===== config.mk =====
export PLATFORM = sky130hd
export DESIGN_NAME = bounded_key_value_table_unit
export DESIGN_NICKNAME = d
export VERILOG_FILES = /design/src/sv/bkvt_pkg.sv /design/src/sv/bkvt_cell.sv /design/src/sv/bounded_key_value_table_unit.sv
export SDC_FILE = /design/constraint.sdc
export NUM_CORES = 2
export LEC_CHECK = 0
export BUFFER_PORTS_ARGS = -buffer_cell sky130_fd_sc_hd__buf_2
export CORE_ASPECT_RATIO = 1.1
export CORE_MARGIN = 2
export CORE_UTILIZATION = 35
export CTS_CLUSTER_DIAMETER = 60
export CTS_CLUSTER_SIZE = 16
export DETAILED_ROUTE_END_ITERATION = 7
export PLACE_DENSITY = 0.58
export SLEW_MARGIN = 20
export SYNTH_ARGS = -nofsm -noshare
export SYNTH_HDL_FRONTEND = slang
export SYNTH_SLANG_ARGS = --single-unit

===== constraint.sdc =====
create_clock -name clk -period 8.75 [get_ports clk]
set_input_delay 1.75 -clock clk [delete_from_list [all_inputs] [get_ports clk]]
set_output_delay 1.75 -clock clk [all_outputs]
set_load 0.01 [all_outputs]

===== src/sv/bkvt_pkg.sv =====
// ----------------------------------------------------------------------------
// bkvt_pkg
// Types and constants shared by the bounded key/value table and its cells.
// ----------------------------------------------------------------------------
`default_nettype none

package bkvt_pkg;

    localparam int CNT_W = 5;     // width of count, capacity and entries_used
    localparam int KEY_W = 32;
    localparam int VAL_W = 32;

    localparam logic [CNT_W-1:0] CAP_RESET = 5'd10;

    // command codes
    localparam logic [1:0] CMD_HAS = 2'd0;
    localparam logic [1:0] CMD_PUT = 2'd1;
    localparam logic [1:0] CMD_GET = 2'd2;

    // request word
    typedef struct packed {
        logic [1:0]              command;
        logic signed [KEY_W-1:0] lookup_key;
        logic signed [VAL_W-1:0] new_value;
    } req_t;

    // result word
    typedef struct packed {
        logic                    success;
        logic signed [VAL_W-1:0] read_value;
        logic [CNT_W-1:0]        entries_used;
    } rsp_t;

    // search token walking down the cell chain
    typedef struct packed {
        logic             vld;
        logic [1:0]       cmd;
        logic [KEY_W-1:0] key;
        logic [VAL_W-1:0] value;
        logic             hit;
        logic [VAL_W-1:0] rdval;
    } tok_t;

    // write broadcast to the cells
    typedef struct packed {
        logic [KEY_W-1:0] key;
        logic [VAL_W-1:0] value;
    } wr_t;

endpackage

`default_nettype wire


===== src/sv/bkvt_cell.sv =====
// ----------------------------------------------------------------------------
// bkvt_cell
// One table entry: holds a key/value pair, compares the passing token's key
// and hands the updated token, registered, on to the next cell.
// ----------------------------------------------------------------------------
`default_nettype none

module bkvt_cell
(
    input  wire logic          clk,
    input  wire logic          rst_n,
    input  wire logic          live,    // entry below the fill count
    input  wire logic          we,      // write this entry
    input  wire bkvt_pkg::wr_t wdata,
    input  wire bkvt_pkg::tok_t tok_in,
    output bkvt_pkg::tok_t     tok_out
);

    logic [bkvt_pkg::KEY_W-1:0] key_reg;
    logic [bkvt_pkg::VAL_W-1:0] val_reg;
    logic                       vld_reg;
    bkvt_pkg::tok_t             tok_reg;
    bkvt_pkg::tok_t             tok_next;
    logic                       match;

    assign match = live && (key_reg == tok_in.key);

    always_comb
    begin
        tok_next = tok_in;
        if (match && !tok_in.hit)
        begin
            tok_next.hit   = 1'b1;
            tok_next.rdval = val_reg;
        end
    end

    always_ff @(posedge clk or negedge rst_n)
    begin
        if (!rst_n)
        begin
            vld_reg <= 1'b0;
        end
        else
        begin
            vld_reg <= tok_in.vld;
        end
    end

    always_ff @(posedge clk)
    begin
        tok_reg <= tok_next;
        if (we)
        begin
            key_reg <= wdata.key;
            val_reg <= wdata.value;
        end
    end

    always_comb
    begin
        tok_out     = tok_reg;
        tok_out.vld = vld_reg;
    end

endmodule

`default_nettype wire


===== src/sv/bounded_key_value_table_unit.sv =====
// ----------------------------------------------------------------------------
// bounded_key_value_table_unit
// Fixed-capacity associative table of signed 32-bit key/value pairs with
// has, put and get commands, built as a chain of entry cells.
// ----------------------------------------------------------------------------
// The search token enters the DEPTH-cell chain on an accepted start and moves
//   one cell per cycle to its end, where the result is registered with done.
// One word at a time: a new start is taken once busy drops (as done rises).
// done is high for one cycle and rsp holds until the next result; the receiver cannot stall them.
// Reset: entry count cleared, capacity set to 10, chain emptied; entry
//   storage is not cleared (only entries below the count are compared).
// ----------------------------------------------------------------------------
`default_nettype none

module bounded_key_value_table_unit
#(
    parameter int DEPTH = 16          // built entries, 1..256
)
(
    input  wire logic                          clk,
    input  wire logic                          rst_n,
    // request side
    input  wire logic                          start,
    output logic                               busy,
    input  wire bkvt_pkg::req_t                req,
    // configuration: capacity register
    input  wire logic                          cfg_we,
    input  wire logic [bkvt_pkg::CNT_W-1:0]    cfg_data,
    // result side
    output logic                               done,
    output bkvt_pkg::rsp_t                     rsp
);

    // Count is 5 bits wide, so no more than 31 entries can ever be in use,
    // whatever DEPTH is built.
    localparam int CNT_MAX = (1 << bkvt_pkg::CNT_W) - 1;
    localparam int LIM_MAX = (DEPTH < CNT_MAX) ? DEPTH : CNT_MAX;

    logic [bkvt_pkg::CNT_W-1:0] cap_reg;
    logic [bkvt_pkg::CNT_W-1:0] count_reg;
    logic [bkvt_pkg::CNT_W-1:0] count_next;
    logic                       busy_reg;
    logic                       busy_next;
    logic                       done_reg;
    bkvt_pkg::rsp_t             rsp_reg;
    bkvt_pkg::rsp_t             rsp_next;

    logic                       accept;
    logic [bkvt_pkg::CNT_W-1:0] limit;
    logic                       commit;
    bkvt_pkg::tok_t             fin;
    bkvt_pkg::wr_t              wdata;

    bkvt_pkg::tok_t             chain [DEPTH+1];
    logic [DEPTH-1:0]           live;
    logic [DEPTH-1:0]           we;
    logic [DEPTH-1:0]           tok_vld;

    assign accept = start && !busy_reg;

    // Token enters cell 0 straight from the request port on accept.
    always_comb
    begin
        chain[0].vld   = accept;
        chain[0].cmd   = req.command;
        chain[0].key   = req.lookup_key;
        chain[0].value = req.new_value;
        chain[0].hit   = 1'b0;
        chain[0].rdval = '0;
    end

    // ---- cell chain ---------------------------------------------------------
    genvar i;
    generate
        for (i = 0; i < DEPTH; i++)
        begin : g_cell
            // entry i is live once the count has passed it
            assign live[i]    = (32'(count_reg) > 32'(i));
            // a committed put lands in the first free entry
            assign we[i]      = commit && (32'(count_reg) == 32'(i));
            assign tok_vld[i] = chain[i+1].vld;

            bkvt_cell u_cell
            (
                .clk     (clk),
                .rst_n   (rst_n),
                .live    (live[i]),
                .we      (we[i]),
                .wdata   (wdata),
                .tok_in  (chain[i]),
                .tok_out (chain[i+1])
            );
        end
    endgenerate

    // ---- finalize at the end of the chain ---------------------------------
    assign fin = chain[DEPTH];

    // effective limit: capacity saturated at the built depth, or at 31 if lower
    assign limit = (32'(cap_reg) < LIM_MAX) ? cap_reg : bkvt_pkg::CNT_W'(LIM_MAX);

    // put stores only on a miss with room left
    assign commit = fin.vld && (fin.cmd == bkvt_pkg::CMD_PUT) && !fin.hit
                    && (count_reg < limit);

    assign wdata.key   = fin.key;
    assign wdata.value = fin.value;

    assign count_next = commit ? (count_reg + bkvt_pkg::CNT_W'(1)) : count_reg;

    always_comb
    begin
        rsp_next.success      = 1'b0;
        rsp_next.read_value   = '0;
        rsp_next.entries_used = count_next;
        case (fin.cmd)
            bkvt_pkg::CMD_HAS:
            begin
                rsp_next.success = fin.hit;
            end
            bkvt_pkg::CMD_PUT:
            begin
                rsp_next.success = commit;
            end
            bkvt_pkg::CMD_GET:
            begin
                // rdval stays zero on a miss
                rsp_next.success    = fin.hit;
                rsp_next.read_value = fin.rdval;
            end
            default:
            begin
                // unused code: no effect, success and read value zero
                rsp_next.success = 1'b0;
            end
        endcase
    end

    // one item in flight; busy drops as its result is registered
    always_comb
    begin
        busy_next = busy_reg;
        if (accept)
        begin
            busy_next = 1'b1;
        end
        else if (fin.vld)
        begin
            busy_next = 1'b0;
        end
    end

    // ---- control registers --------------------------------------------------
    always_ff @(posedge clk or negedge rst_n)
    begin
        if (!rst_n)
        begin
            cap_reg   <= bkvt_pkg::CAP_RESET;
            count_reg <= '0;
            busy_reg  <= 1'b0;
            done_reg  <= 1'b0;
        end
        else
        begin
            if (cfg_we)
            begin
                cap_reg <= cfg_data;
            end
            count_reg <= count_next;
            busy_reg  <= busy_next;
            done_reg  <= fin.vld;
        end
    end

    // result word, no reset needed
    always_ff @(posedge clk)
    begin
        if (fin.vld)
        begin
            rsp_reg <= rsp_next;
        end
    end

    assign busy = busy_reg;
    assign done = done_reg;
    assign rsp  = rsp_reg;

    // ---- assertions ---------------------------------------------------------
`ifndef NO_ASSERTIONS
    // the token reaches the end of the chain at a fixed latency
    a_latency: assert property (@(posedge clk) disable iff (!rst_n)
        (start && !busy) |-> ##(DEPTH+1) done)
        else $error("done did not follow an accepted start at DEPTH+1");

    // only one search token in the chain at any time
    a_one_token: assert property (@(posedge clk) disable iff (!rst_n)
        $onehot0(tok_vld))
        else $error("more than one token in the cell chain");

    // count grows by one at most and never past the built limit
    a_count_step: assert property (@(posedge clk) disable iff (!rst_n)
        (count_reg != $past(count_reg))
            |-> (count_reg == $past(count_reg) + bkvt_pkg::CNT_W'(1)))
        else $error("entry count changed by other than one");

    a_count_max: assert property (@(posedge clk) disable iff (!rst_n)
        (32'(count_reg) <= LIM_MAX))
        else $error("entry count above built depth");
`endif

endmodule

`default_nettype wire

==> impl_metrics.toml <==
[finish]
fillers = 19693
largest_reg_flops = 1584
final_common_cell = "dfxtp_1"
area_delta_synth_final_pct = 12.7
register_area_sq_um = 64300
finish.utilization = 0.397
drive_gt1_frac = 0.199
nets = 4468
layout_common_cells = "dfxtp_1, edfxtp_1, mux2_2, xor2_1, clkbuf_16"
multiInputGateArea_sq_um = 12500

[route]
first_pass_iters = 7
m1WireLength_um = 62200
wl_met3_um = 4940
drc = 0
viasPerCell = 4.23
vias = 31499
top_layer_used = "met4"
wl_per_cell_um = 18.8
dr.first_iter.drc_count = 1882
routed_wl_um = 140000
wl_met2_um = 69100
ant_nets = 0

[setup_path]
required_ns = 9.20
start_kind = "flip-flop"
arrival_ns = 4.49
end_kind = "flip-flop"
crit_type = "flip-flop to flip-flop"
cp_max_fo = 40

[clock_network]
numCtsBuffers = 188
cts_tree = "built"
path_clk_slew_ns = 0.07
hold_buffers = 0
post-cts-setup-buffers = 0
clock_latency_ns = 0.82
cts-root-buf = "clkbuf_16"
max-clock-path-buffers = 3
cts_resized = 0
htree_levels = 4
clock-sinks = 2674

[timing]
hold_violations = 0
setup_viol = 0
worst_slew_pin_slew_ns = 1.11
finalCriticalPeriod_ns = 4.04
rsz0062_at_grt = "no"
finClkSkew_ns = 0.0351
max_freq_mhz = 248
relSlewSlack = 0.263
slew_violations = 0
tns_ns = 0
period_share = 0.462

[synth]
netlist_instances = 4098
synth_cell_types = 53
yosys_register_bits = 2674
syn-num-nets = 4182
synth-edff-count = 1062
ys.flop_type = "dfxtp_1"
yosysWarnings = 0
synthesis.area_sq_um = 77100
yosysSeqAreaShare = 0.834
postSynthAreaPerCell_sq_um = 18.8
synthArstFlopShare = 0.0105

[placement]
dp_hpwl_um = 95000
gp_congestion = 0.880
port_buffers = 114

[global_route]
antenna_found_initial = 10
grt_pass1_wl_um = 209000
grt_overflow_total = 0
grt_pass1_vias = 32507
grt_max_degree = 65
grtUsageTotal = 0.124

[floorplan]
die_height_um = 496
core-area_sq_um = 219000
io_pins = 115
die_x_um = 451
dieArea_sq_um = 224000
placementRows = 180
start_util = 0.352

[pwr]
comb_power_share = 0.019
switching_power_w = 0.00454
seqPwrFrac = 0.614
powerDensity_nw_per_um2 = 255
p_clk_frac = 0.367
intPower_w = 0.0176
p_leak_nw = 31.9
switching_share = 0.205
peakVddDrop_uv = 226

[flow_run]
max-cap-violations = 0

[worst_hold_path]
hold_class = "flip-flop to flip-flop"

[status]
status = "complete, no violations"
## Yosys cell counts (3+ instances only)
cell type / count / area share
nor3_1: 15 / 0.00097
dfrtp_1: 26 / 0.0084
nor3_2: 11 / 0.0014
nand4_1: 38 / 0.0031
xor2_1: 433 / 0.049
buf_2: 33 / 0.0021
buf_6: 13 / 0.0019
and3_1: 8 / 0.00065
xnor2_1: 79 / 0.0090
mux2_2: 450 / 0.066
dfxtp_1: 1584 / 0.41
nor4_1: 104 / 0.0084
nor2b_1: 4 / 0.00032
ha_1: 9 / 0.0015
a2111oi_0: 4 / 0.00045
mux2_1: 6 / 0.00088
nor2_1: 12 / 0.00058
or2_2: 14 / 0.0011
mux2_4: 29 / 0.0057
clkbuf_1: 10 / 0.00049
nand2_1: 13 / 0.00063
nand3_1: 19 / 0.0012
inv_1: 10 / 0.00049
nand2b_1: 3 / 0.00024
a21oi_1: 7 / 0.00045
and2_1: 65 / 0.0053
edfxtp_1: 1062 / 0.41
o21ai_0: 8 / 0.00052
## per-stage QoR
step                      instance area (sq um)  hold slack, ns  worst slack (ns)  instances  total power (W)
after global routing                      86900           0.319              4.51       7437           0.0229
after CTS                                 86900           0.302              4.69       7436           0.0224
final                                     86900           0.301              4.71       7439           0.0221
after global placement                    81400           0.310              4.80       7106           0.0143
after detailed placement                  81400           0.312              4.68       7106           0.0143
after floorplan                           77100           0.310           -0.0348       4098           0.0139
## worst max-delay path, stage by stage, from the launching register on
cell     delay [ns]
dfrtp_2        0.34
buf_4          0.49
inv_1          0.18
nor4_1         0.65
o21ai_2        0.46
nor2_4         0.91
buf_4          0.57
## metal layers
| metal | global-route usage | vias to the layer above |
|---|---|---|
| met3 | 0.0188 | 229 |
| met2 | 0.214 | 512 |
| met5 | 0 | - |
| met1 | 0.161 | 15749 |
| li1 | - | 15009 |
| met4 | 0.0414 | 0 |
## power groups by stage
stage          sequential [W]  clock (W)  combinational (W)
3_3_place_gp           0.0139          0           0.000424
6_report               0.0136    0.00812           0.000427
3_5_place_dp           0.0139          0           0.000424
2_1_floorplan          0.0137          0           0.000192
5_1_grt                0.0136    0.00882           0.000452
4_1_cts                0.0136    0.00838           0.000427
## path summary, 6_finish.rpt
path | depth (start not counted) | from | to | slack, ns
setup / recovery | 6 | g_cell[15].u_cell.vld_reg$_DFF_PN0_ | g_cell[14].u_cell.val_reg[2]$_DFFE_PP_ | 4.71
hold / removal | 0 | g_cell[10].u_cell.tok_out[34]$_DFF_P_ | g_cell[11].u_cell.tok_out[34]$_DFF_P_ | 0.30
setup reg to reg | 6 | g_cell[15].u_cell.vld_reg$_DFF_PN0_ | g_cell[14].u_cell.val_reg[2]$_DFFE_PP_ | 4.71
hold reg to reg | 0 | g_cell[10].u_cell.tok_out[34]$_DFF_P_ | g_cell[11].u_cell.tok_out[34]$_DFF_P_ | 0.30
max in group asynchronous | 1 | rst_n | g_cell[15].u_cell.vld_reg$_DFF_PN0_ | 7.29
min in group asynchronous | 1 | rst_n | g_cell[0].u_cell.vld_reg$_DFF_PN0_ | 0.98
## cells by family after synthesis
logic type | after synthesis | synth area share
muxes | 486 | 0.0724
xor gates and xnor gates | 512 | 0.0582
adders and majority gates | 9 | 0.00146
AOI/OAI and AO/OA | 32 | 0.00310
buffers and inverters | 69 | 0.00526
and+or+nand+nor | 316 | 0.0251
DFF | 2674 | 0.834
## cell type report
cell class	instances	area share
diodes	3	0.0000864
flip-flops and latches	2674	0.740
well taps	2912	0.0419
repair buffers	154	0.0100
clock inverters	16	0.00202
multi-input cells	1355	0.144
inverters	11	0.000475
clock buffers	314	0.0608
No activity file was read; power rests on OpenSTA's default activity.
